## src/rtl/multi_channel_alarm_timer_defines.svh

```systemverilog
// ----------------------------------------------------------------------------
// Multi-channel alarm timer assertion macros
// Concurrent assertion wrappers shared by the alarm timer RTL. Simulation
// builds get the checks; synthesis builds get empty bodies.
// ----------------------------------------------------------------------------
`ifndef MULTI_CHANNEL_ALARM_TIMER_DEFINES_SVH
`define MULTI_CHANNEL_ALARM_TIMER_DEFINES_SVH

`ifndef SYNTHESIS

`define MCAT_ASSERT(label, clk_sig, rst_sig, prop, msg) \
  label: assert property (@(posedge clk_sig) disable iff (rst_sig) prop) else $error(msg);

`define MCAT_ASSERT_ALWAYS(label, clk_sig, prop, msg) \
  label: assert property (@(posedge clk_sig) prop) else $error(msg);

`else

`define MCAT_ASSERT(label, clk_sig, rst_sig, prop, msg)

`define MCAT_ASSERT_ALWAYS(label, clk_sig, prop, msg)

`endif

`endif

```

## src/rtl/mcat_pkg.sv

```systemverilog
// ----------------------------------------------------------------------------
// Multi-channel alarm timer package
// Channel count, derived widths, command and status codes, and the pick
// result shared between the top level and the pending picker.
// ----------------------------------------------------------------------------
package mcat_pkg;

  localparam int NUM_ALARMS  = 16;
  localparam int ALARM_IDX_W = (NUM_ALARMS > 1) ? $clog2(NUM_ALARMS) : 1;
  localparam int TICK_CNT_W  = $clog2(NUM_ALARMS + 1);
  localparam int MASK_OUT_W  = 16;
  localparam int MASK_PAD_W  = (NUM_ALARMS > MASK_OUT_W) ? NUM_ALARMS : MASK_OUT_W;

  localparam logic [6:0] ID_LIMIT = 7'(NUM_ALARMS);

  localparam logic [2:0] OP_TICK    = 3'd0;
  localparam logic [2:0] OP_START   = 3'd1;
  localparam logic [2:0] OP_CANCEL  = 3'd2;
  localparam logic [2:0] OP_READ    = 3'd3;
  localparam logic [2:0] OP_SERVICE = 3'd4;

  localparam logic [1:0] ST_OK     = 2'd0;
  localparam logic [1:0] ST_BAD_ID = 2'd1;
  localparam logic [1:0] ST_REJECT = 2'd2;

  typedef struct packed {
    logic                   found;
    logic [ALARM_IDX_W-1:0] idx;
  } pick_t;

endpackage

```

## src/rtl/mcat_pick.sv

```systemverilog
// ----------------------------------------------------------------------------
// Pending channel picker
// Priority encoder that selects the highest-numbered pending channel.
// ----------------------------------------------------------------------------
module mcat_pick (
  input  logic [mcat_pkg::NUM_ALARMS-1:0] pend,
  output mcat_pkg::pick_t                 pick
);

  always_comb begin
    pick.found = 1'b0;
    pick.idx   = '0;
    for (int k = 0; k < mcat_pkg::NUM_ALARMS; k++) begin
      if (pend[k]) begin
        pick.found = 1'b1;
        pick.idx   = mcat_pkg::ALARM_IDX_W'(k);
      end
    end
  end

endmodule

```

## src/rtl/multi_channel_alarm_timer.sv

```systemverilog
// ----------------------------------------------------------------------------
// Multi-channel alarm timer
// Bank of alarm channels with tick, start, cancel, read and service commands.
//
// Usage: one command beat enters on in_valid/in_ready (opcode, chan_id,
// period, periodic); exactly one result beat leaves on out_valid/out_ready
// (status, remaining, serviced_id, serviced_valid, pending_any, active_bits,
// pending_bits). Counts and periods live in two synchronous memories, each
// with one read and one write port and a registered read; active,
// pending and mode bits are flip-flops.
// From accept to out_valid: start, cancel and rejected commands go straight
// to the finish state; read and service pass through their own state first;
// tick first runs the count memory sweep, which reads one channel per cycle
// and writes each active nonzero count back, decremented, in the next cycle.
// One command is in flight at a time and the next is taken the cycle after
// the result loads.
// The result sits in an output register; a new command is accepted while it
// waits. If the receiver stalls, the next result holds in the finish state
// until the output register frees up.
// Reset clears all masks and the count valid bits, so unstarted channels
// read as zero; no memory clearing pass is needed.
// ----------------------------------------------------------------------------
`include "multi_channel_alarm_timer_defines.svh"

module multi_channel_alarm_timer (
  input  logic        clk,
  input  logic        rst,
  input  logic        in_valid,
  output logic        in_ready,
  input  logic [2:0]  opcode,
  input  logic [5:0]  chan_id,
  input  logic [31:0] period,
  input  logic        periodic,
  output logic        out_valid,
  input  logic        out_ready,
  output logic [1:0]  status,
  output logic [31:0] remaining,
  output logic [5:0]  serviced_id,
  output logic        serviced_valid,
  output logic        pending_any,
  output logic [15:0] active_bits,
  output logic [15:0] pending_bits
);

  localparam int N    = mcat_pkg::NUM_ALARMS;
  localparam int IW   = mcat_pkg::ALARM_IDX_W;
  localparam int TW   = mcat_pkg::TICK_CNT_W;
  localparam int PADW = mcat_pkg::MASK_PAD_W;

  typedef enum logic [2:0] {
    S_IDLE,
    S_TICK,
    S_READ,
    S_SVC,
    S_DONE
  } state_t;

  state_t           state;
  logic [TW-1:0]    tick_cnt;
  logic             s1_vld;
  logic [IW-1:0]    s1_idx;
  logic [IW-1:0]    req_idx;

  logic [N-1:0]     active;
  logic [N-1:0]     pending;
  logic [N-1:0]     mode;
  logic [N-1:0]     cnt_vld;

  logic [1:0]       res_status;
  logic [31:0]      res_remaining;
  logic [5:0]       res_sid;
  logic             res_sval;

  logic [31:0]      cnt_mem [N];
  logic [31:0]      per_mem [N];
  logic [31:0]      cnt_rdata;
  logic [31:0]      per_rdata;

  logic             accept;
  logic             id_ok;
  logic [IW-1:0]    id_idx;
  logic             tick_issue;
  logic [31:0]      tick_val;
  logic [31:0]      tick_dec;
  logic             tick_hit;
  logic [IW-1:0]    cnt_rd_addr;
  logic             cnt_we;
  logic [IW-1:0]    cnt_wr_addr;
  logic [31:0]      cnt_wdata;
  logic             per_we;
  logic             out_load;
  logic [PADW-1:0]  active_pad;
  logic [PADW-1:0]  pending_pad;
  mcat_pkg::pick_t  pick;

  mcat_pick u_pick (
    .pend (pending),
    .pick (pick)
  );

  assign in_ready    = (state == S_IDLE);
  assign accept      = in_valid && in_ready;
  assign id_ok       = ({1'b0, chan_id} < mcat_pkg::ID_LIMIT);
  assign id_idx      = chan_id[IW-1:0];
  assign tick_issue  = (state == S_TICK) && (tick_cnt < TW'(N));
  assign tick_val    = cnt_vld[s1_idx] ? cnt_rdata : 32'd0;
  assign tick_dec    = tick_val - 32'd1;
  assign tick_hit    = (state == S_TICK) && s1_vld && active[s1_idx] && (tick_val != 32'd0);
  assign cnt_rd_addr = tick_issue ? tick_cnt[IW-1:0] : id_idx;
  assign per_we      = accept && (opcode == mcat_pkg::OP_START) && id_ok;
  assign out_load    = (state == S_DONE) && (!out_valid || out_ready);
  assign active_pad  = PADW'(active);
  assign pending_pad = PADW'(pending);

  always_comb begin
    cnt_we      = 1'b0;
    cnt_wr_addr = id_idx;
    cnt_wdata   = period;
    priority if (tick_hit) begin
      cnt_we      = 1'b1;
      cnt_wr_addr = s1_idx;
      cnt_wdata   = tick_dec;
    end else if (per_we) begin
      cnt_we      = 1'b1;
    end else if (accept && (opcode == mcat_pkg::OP_CANCEL) && id_ok && active[id_idx]) begin
      cnt_we      = 1'b1;
      cnt_wdata   = 32'd0;
    end else if ((state == S_SVC) && mode[req_idx]) begin
      cnt_we      = 1'b1;
      cnt_wr_addr = req_idx;
      cnt_wdata   = per_rdata;
    end
  end

  always_ff @(posedge clk) begin
    if (cnt_we) begin
      cnt_mem[cnt_wr_addr] <= cnt_wdata;
    end
    cnt_rdata <= cnt_mem[cnt_rd_addr];
  end

  always_ff @(posedge clk) begin
    if (per_we) begin
      per_mem[id_idx] <= period;
    end
    per_rdata <= per_mem[pick.idx];
  end

  always_ff @(posedge clk) begin
    if (rst) begin
      state     <= S_IDLE;
      tick_cnt  <= '0;
      s1_vld    <= 1'b0;
      active    <= '0;
      pending   <= '0;
      mode      <= '0;
      cnt_vld   <= '0;
      out_valid <= 1'b0;
    end else begin
      if (out_load) begin
        out_valid <= 1'b1;
      end else if (out_ready) begin
        out_valid <= 1'b0;
      end
      if (tick_hit && (tick_dec == 32'd0)) begin
        pending[s1_idx] <= 1'b1;
      end
      unique case (state)
        S_IDLE: begin
          if (accept) begin
            res_remaining <= 32'd0;
            res_sid       <= 6'd0;
            res_sval      <= 1'b0;
            unique case (opcode)
              mcat_pkg::OP_TICK: begin
                res_status <= mcat_pkg::ST_OK;
                tick_cnt   <= '0;
                s1_vld     <= 1'b0;
                state      <= S_TICK;
              end
              mcat_pkg::OP_START: begin
                state <= S_DONE;
                if (!id_ok) begin
                  res_status <= mcat_pkg::ST_BAD_ID;
                end else begin
                  res_status      <= mcat_pkg::ST_OK;
                  mode[id_idx]    <= periodic;
                  active[id_idx]  <= 1'b1;
                  cnt_vld[id_idx] <= 1'b1;
                end
              end
              mcat_pkg::OP_CANCEL: begin
                state <= S_DONE;
                if (!id_ok) begin
                  res_status <= mcat_pkg::ST_BAD_ID;
                end else if (!active[id_idx]) begin
                  res_status <= mcat_pkg::ST_REJECT;
                end else begin
                  res_status     <= mcat_pkg::ST_OK;
                  active[id_idx] <= 1'b0;
                end
              end
              mcat_pkg::OP_READ: begin
                if (!id_ok) begin
                  res_status <= mcat_pkg::ST_BAD_ID;
                  state      <= S_DONE;
                end else begin
                  res_status <= mcat_pkg::ST_OK;
                  req_idx    <= id_idx;
                  state      <= S_READ;
                end
              end
              mcat_pkg::OP_SERVICE: begin
                if (!pick.found) begin
                  res_status <= mcat_pkg::ST_REJECT;
                  state      <= S_DONE;
                end else begin
                  res_status <= mcat_pkg::ST_OK;
                  req_idx    <= pick.idx;
                  state      <= S_SVC;
                end
              end
              default: begin
                res_status <= mcat_pkg::ST_REJECT;
                state      <= S_DONE;
              end
            endcase
          end
        end
        S_TICK: begin
          s1_vld <= tick_issue;
          s1_idx <= tick_cnt[IW-1:0];
          if (tick_issue) begin
            tick_cnt <= tick_cnt + 1'b1;
          end else begin
            state <= S_DONE;
          end
        end
        S_READ: begin
          res_remaining <= cnt_vld[req_idx] ? cnt_rdata : 32'd0;
          state         <= S_DONE;
        end
        S_SVC: begin
          active[req_idx]  <= mode[req_idx];
          pending[req_idx] <= 1'b0;
          res_sid          <= 6'(req_idx);
          res_sval         <= 1'b1;
          state            <= S_DONE;
        end
        S_DONE: begin
          if (out_load) begin
            status         <= res_status;
            remaining      <= res_remaining;
            serviced_id    <= res_sid;
            serviced_valid <= res_sval;
            pending_any    <= |pending;
            active_bits    <= active_pad[15:0];
            pending_bits   <= pending_pad[15:0];
            state          <= S_IDLE;
          end
        end
        default: begin
          state <= S_IDLE;
        end
      endcase
    end
  end

  `MCAT_ASSERT(a_busy, clk, rst, (state != S_IDLE) |-> !in_ready, "input taken while busy")
  `MCAT_ASSERT(a_sweep, clk, rst, tick_hit && tick_issue |-> cnt_wr_addr != cnt_rd_addr, "sweep clash")
  `MCAT_ASSERT(a_svc_ok, clk, rst, out_valid && serviced_valid |-> status == mcat_pkg::ST_OK, "svc status")
  `MCAT_ASSERT(a_pend_any, clk, rst, out_valid && |pending_bits |-> pending_any, "pending_any low")
  `MCAT_ASSERT_ALWAYS(a_rst_idle, clk, rst |=> (state == S_IDLE) && !out_valid, "no idle after reset")

endmodule

```

## config.mk

```make
export PLATFORM = sky130hd
export DESIGN_NAME = multi_channel_alarm_timer
export DESIGN_NICKNAME = d
export VERILOG_FILES = /design/src/rtl/mcat_pkg.sv /design/src/rtl/mcat_pick.sv /design/src/rtl/multi_channel_alarm_timer.sv
export VERILOG_INCLUDE_DIRS = /design/src /design/src/rtl
export SDC_FILE = /design/constraint.sdc
export NUM_CORES = 1
export LEC_CHECK = 0
export ABC_AREA = 1
export BUFFER_PORTS_ARGS = -buffer_cell sky130_fd_sc_hd__buf_2
export CAP_MARGIN = 20
export CORE_ASPECT_RATIO = 2
export CORE_MARGIN = 2
export CORE_UTILIZATION = 56
export DETAILED_ROUTE_END_ITERATION = 16
export HOLD_SLACK_MARGIN = 0.03
export MAX_ROUTING_LAYER = met4
export PLACE_DENSITY_LB_ADDON = 0.3
export SKIP_CTS_REPAIR_TIMING = 1
export SLEW_MARGIN = 25
export SYNTH_ARGS = -nofsm -noshare
export SYNTH_HDL_FRONTEND = slang
export SYNTH_SLANG_ARGS = --single-unit
```

## constraint.sdc

```tcl
create_clock -name clk -period 6 [get_ports clk]
set_input_delay 0.6 -clock clk [delete_from_list [all_inputs] [get_ports clk]]
set_output_delay 0.6 -clock clk [all_outputs]
set_load 0.02 [all_outputs]
```

Yosys cells after proc, flatten, opt, wreduce, memory -nomap -nowiden

Memories as Yosys holds them, arrays and structs flattened. A register that Yosys moved wholly into a read port is not among the register bits.
Cells that the tools add are included.
W data, S select, Z words.

Register bits after elaboration: 197
Memory bits (writable): 1024
Memories kept: 2
Input bits: 46
Output and inout port bits: 76

Memories:

| memory  | words | width | rd ports | clocked after Yosys merged registers in | write ports | line                            | text |
|---|---|---|---|---|---|---|---|
| cnt_mem | 16    | 32    | 1        | 1                                       | 1           | multi_channel_alarm_timer.sv:74 | `logic [31:0] cnt_mem [N];` |
| per_mem | 16    | 32    | 1        | 1                                       | 1           | multi_channel_alarm_timer.sv:75 | `logic [31:0] per_mem [N];` |

Equality and inequality tests: 19
Magnitude comparators: 8
Bitwise logic cells: 8
Mux-type cells: 92
Reduce and logical (&&, ||, !) cells: 41
$add $sub $neg: 2

Operators with widths:

| operator                | number |
|---|---|
| $mux W32                | 7 |
| $mux W16                | 7 |
| $mux W5                 | 19 |
| $pmux W16 S2            | 2 |
| $pmux W32 S2            | 1 |
| $or A16 B16 Y16         | 3 |
| $and A16 B16 Y16        | 2 |
| $bwmux W16              | 2 |
| $logic_not A32 Y1       | 1 |
| $not A16 Y16            | 2 |
| $reduce_bool A32 Y1     | 1 |
| $sub A32 B1 Y32 const B | 1 |
| $mux W4                 | 7 |
| $mux W1                 | 22 |
| $bmux W1 S4             | 5 |
| $reduce_and A3 Y1       | 6 |
| $logic_and A1 B1 Y1     | 16 |
| $reduce_or A16 Y1       | 1 |
| $lt A4 B5 Y1 const B    | 3 |
| $mux W3                 | 5 |
| $demux W1 S4            | 3 |
| $eq A3 B2 Y1 const B    | 4 |
| $ge A4 B1 Y1 const B    | 3 |
| $pmux W3 S4             | 1 |
| other kinds (27)        | 46 |

Longest topological paths before layout

Depth in word-level cells: 20
Depth in mapped cells: 26

Modules after synthesis

From an unflattened synthesis, not the netlist that was laid out.

Cell total of the unflattened synthesis: 4265
Area total of the unflattened synthesis: 52217.6 sq um

By module, submodules not included:

| module                    | instances | sequential area each (sq um) | area an instance (sq um) | cells each |
|---|---|---|---|---|
| multi_channel_alarm_timer | 1         | 37085.6                      | 52027.4                  | 4217 |
| mcat_pick                 | 1         | 0.0                          | 190.2                    | 48 |

Worst setup path after synthesis

Ideal clock, no wire load.

Path kind: input to register
Start point: input port rst
End point: register active_bits[0] (enable)
Buffers on the path: 1
Path slack: -0.319 ns
Stages on the path: 2
Arrival: 5.729 ns
Cells stage by stage: clkbuf_1 nor3_1

Cells in the longest elaborated chain, start to end: 2

Ends and longest elaborated chain:

| item                               | line                             | text |
|---|---|---|
| start, declared                    | multi_channel_alarm_timer.sv:27  | `input logic rst,` |
| $not A1 Y1 (no source line)        | --                               |  |
| $reduce_and A3 Y1 (no source line) | --                               |  |
| end signal, assigned               | multi_channel_alarm_timer.sv:257 | `active_bits <= active_pad[15:0];` |
| end, declared                      | multi_channel_alarm_timer.sv:41  | `output logic [15:0] active_bits,` |

Every way passes these cells.
A chain may end at the register's enable or synchronous reset.

Final worst setup path

Start point: register s1_idx[0]
End point: memory cnt_mem[13][25] (enable)

Cells in the longest elaborated chain, start to end: 8
Elaborated cells between the ends (all ways): 12
Classes of those cells: 9 x mux; 3 x reduce/logical

Ends and longest elaborated chain:

| item                          | line                             | text |
|---|---|---|
| start, declared               | multi_channel_alarm_timer.sv:61  | `logic [IW-1:0] s1_idx;` |
| start signal, assigned        | multi_channel_alarm_timer.sv:232 | `s1_idx <= tick_cnt[IW-1:0];` |
| $bmux W1 S4                   | multi_channel_alarm_timer.sv:106 | `assign tick_val = cnt_vld[s1_idx] ? cnt_rdata : 32'd0;` |
| $mux W1 (implied by the code) | multi_channel_alarm_timer.sv:106 |  |
| $mux W32                      | multi_channel_alarm_timer.sv:106 |  |
| $reduce_bool A32 Y1           | multi_channel_alarm_timer.sv:108 | `assign tick_hit = (state == S_TICK) && s1_vld && active[s1_idx] && (tick_val != 32'd0);` |
| $logic_and A1 B1 Y1           | multi_channel_alarm_timer.sv:108 |  |
| $mux W1                       | multi_channel_alarm_timer.sv:119 | `priority if (tick_hit) begin` |
| $mux W1                       | multi_channel_alarm_timer.sv:136 | `if (cnt_we) begin` |
| $mux W1 (implied by the code) | multi_channel_alarm_timer.sv:137 | `cnt_mem[cnt_wr_addr] <= cnt_wdata;` |
| end, declared                 | multi_channel_alarm_timer.sv:74  |  |

Several ways; a longest one is shown, not always the timed one. The select of a mux whose other input is x is not followed.

==> reports/results.ini <==
[run_status]
status=finished, final reports clean

[power]
power_frac_clock_pct=40.2
p_sw_mw=3.857
ir_worst_vdd_mv=0.2554
p_seq_share_pct=55.6
power_frac_comb_pct=4.2
power.density_nw_per_um2=306.1
p_sw_share_pct=21.76
p_leak_nw=19.41
p_total_mw=17.72
cellInternalPower_mw=13.87

[clocking]
cts_buffers=105
cts_root_buf=clkbuf_16
h-tree-depth=3
clk_pin_slew_ps=70
cts_tree=yes
clock-sinks=1281
clkLatencyLatePin_ps=730
clockBufferDepth=3

[sta]
fin_crit_sh_pct=84.27
max_freq_ghz=0.1978
worstMarginPinSlew_ps=1024
drv_slew=0
period_needed_ps=5056
hold_slack_ps=206.6
final_hold_viol_count=0
worst_slack_ps=943.5
relSlewSlack_pct=31.51
rsz0062_at_grt=no
clock_skew_ps=38.14
setup_violations=0
fin_tns_setup_ps=0

[detailed_routing]
avgRoutedWirePerCell_um=24.89
antenna_left=0
dr.pass1.iters=6
via_count=35364
wirelength_um=142500
vias_per_cell=6.175
drt_iter0_drc=3661
drc=0

[worst_setup_path]
criticalPathCategory=register to register
path_max_fanout=42
crit_chain=inv_2, nand2_1, nand2_1, nand2_1, nand2_1, nand2_1, nand2_2, inv_2, nand2_4, nand2_1, ha_1, nand2_1, nor2_2, nand2_1, inv_1, nand2_1, nand2_2, o21ai_0, inv_1, nand3_1, nor2_4, buf_4
r2r-end=cnt_mem[13][25]$_DFFE_PP_
cp.required_ps=6420
crit_buf_inv=5
worst_path_max_delay_cell=edfxtp_1
reg2reg_slack_ps=940
cp_common_cell=nand2_1
crit_family=simple AND/OR/NAND/NOR gates
setup.worst_path.start_class=register
cp.arrival_ps=5480
rr_startpoint=s1_idx[0]$_DFFE_PP_
cp-end-kind=register
reg2regPathDepth=22
critical_path.max_stage_delay_ps=690

[logic_synthesis]
syn_inst=4371
synth_area_per_cell_um2=11.92
synth.area.top_cells=edfxtp_1 (66%), o21ai_0 (6.0%), dfxtp_1 (5.3%)
synth-seq-cells=1281
synth_cell_types=54
synth-xor-area-share_pct=0.06725
seq_area_frac_synth_pct=71.19
synth_compound_area_share_pct=15.25
yosys.area.top_type_share_pct=65.89
synthSimpleGateAreaFrac_pct=9.079
yosys_warnings=0
ys.flop_type=edfxtp_1
synth_fa_ha_area_share_pct=0.07205
synth-edff-count=1143
synthMuxAreaShare_pct=0
yosysTopAreaCell=edfxtp_1
netlist_area_um2=52090
synth_top_family_by_area=compound AO/OA/AOI/OAI gates
synth_async_sr_flop_share_pct=0

[grt]
grt_pass1_vias=34109
grt_antenna_before_repair=6
grt_max_degree=159
grt_use_total_pct=30.65
grt_pass1_wl_um=209800
gr-total-overflow=0

[min_path]
min_from=out_ready
hold-path-cell-count=4
holdCritPathClass=input port to register
holdPathEnd=out_valid$_SDFFE_PP0P_

[final_layout]
drive_gt1_share_pct=11.19
mostFrequentLayoutCell=edfxtp_1
syn_to_final_growth_pct=11.15
final_cells=5727
seqCellArea_um2=37090
fin_area_um2=57900
final_util_pct=62.59
multi_input_area_um2=13120
fin_nets=4480
final_cell_mix=edfxtp_1 (1143), nor2_1 (634), o21ai_0 (623), a21oi_1 (308), nand2_1 (301)
fillCellCount=7091

[placement]
io_buffer_count=119
place_area_um2=54300
dp.cells=5524
dpl_worst_slack_ps=1055
gp_congestion=1.011
dp_hpwl_um=87560

[die]
dieHeight_um=435.3
core-area_um2=92520
fp-row-count=158
io_pins=122
die_w_um=219.7
die_area_um2=95630
start_util_pct=56.31

[flow_run]
drv_cap=0

==> power groups by stage <==
stage | Sequential [mW] | Combinational, mW | Clock (mW)
floorplan | 10.0 | 0.391 | 0
global route | 9.86 | 0.803 | 7.51
finish | 9.86 | 0.743 | 7.12
detailed placement | 10.1 | 0.727 | 0
CTS | 9.86 | 0.732 | 7.20
global placement | 10.1 | 0.715 | 0
==> tightest hold or removal path, cell delays in order <==
cell	delay [ps]
buf_2	70
nor2_1	60
inv_1	80
a21oi_1	60
==> cells in the mapped netlist, types with 3 or more instances <==
library cell	instances
o41ai_2	9
o21ai_1	33
a2111oi_0	3
inv_2	11
o21bai_1	5
buf_1	4
nand3_1	115
o22ai_1	33
buf_2	14
nor2_4	5
clkbuf_1	241
nand3_2	11
nand4_1	5
nor2_2	4
buf_8	3
nand2_2	10
o211ai_1	198
dfxtp_1	138
o32ai_1	52
inv_1	288
buf_4	5
nand2_1	303
xor2_1	4
ha_1	3
a21oi_1	312
edfxtp_1	1143
a22oi_1	18
nor2_1	669
nand3b_1	5
o41ai_1	15
a21oi_2	10
o21ai_0	624
nor3_1	18
o31ai_1	23
clkinv_1	3
o221ai_1	12
==> registers in the layout (all words and copies together) (netlist names), 32 cells and up, named ones only <==
signal / flops
cnt_mem: 512
per_rdata: 32
cnt_rdata: 32
per_mem: 512
remaining: 32
res_remaining: 32
==> how the worst max path moves through the flow <==
| stage | cells past startpoint | slack [ps] | from | end |
|---|---|---|---|---|
| after floorplan | 24 | 1570 | s1_idx[0]$_DFFE_PP_ | cnt_mem[14][0]$_DFFE_PP_ |
| after global placement | 22 | 1070 | s1_idx[0]$_DFFE_PP_ | cnt_mem[13][26]$_DFFE_PP_ |
| after detailed placement | 23 | 1050 | s1_idx[0]$_DFFE_PP_ | cnt_mem[13][26]$_DFFE_PP_ |
| after CTS | 22 | 1020 | s1_idx[0]$_DFFE_PP_ | cnt_mem[13][31]$_DFFE_PP_ |
| after global routing | 22 | 560 | s1_idx[0]$_DFFE_PP_ | cnt_mem[14][0]$_DFFE_PP_ |
| final | 22 | 940 | s1_idx[0]$_DFFE_PP_ | cnt_mem[13][25]$_DFFE_PP_ |
==> logic make-up after synthesis <==
family          after synthesis
compound gates             1357
buf+inv                     573
simple gates               1152
other cells                   1
fa+ha+maj                     3
flops                      1281
xor+xnor                      4
==> routing by layer <==
metal | share of wire (%) | vias up | GRT usage [%]
li1 | - | 15974 | -
met4 | 5.8 | 0 | 16.65
met2 | 52 | 1556 | 52.27
met1 | 35 | 17424 | 35.41
met5 | 0 | - | -
met3 | 6.6 | 410 | 3.204
==> layout make-up <==
cell class / count / share of cell area (%)
Sequential cell: 1281 / 64.05
Tap cell: 1200 / 2.593
Clock buffer: 136 / 4.955
Multi-Input combinational cell: 2518 / 22.65
Timing Repair Buffer: 223 / 2.513
Antenna cell: 5 / 0.02161
Clock inverter: 62 / 1.232
Inverter: 302 / 1.986
(Power assumes the default switching activity.)
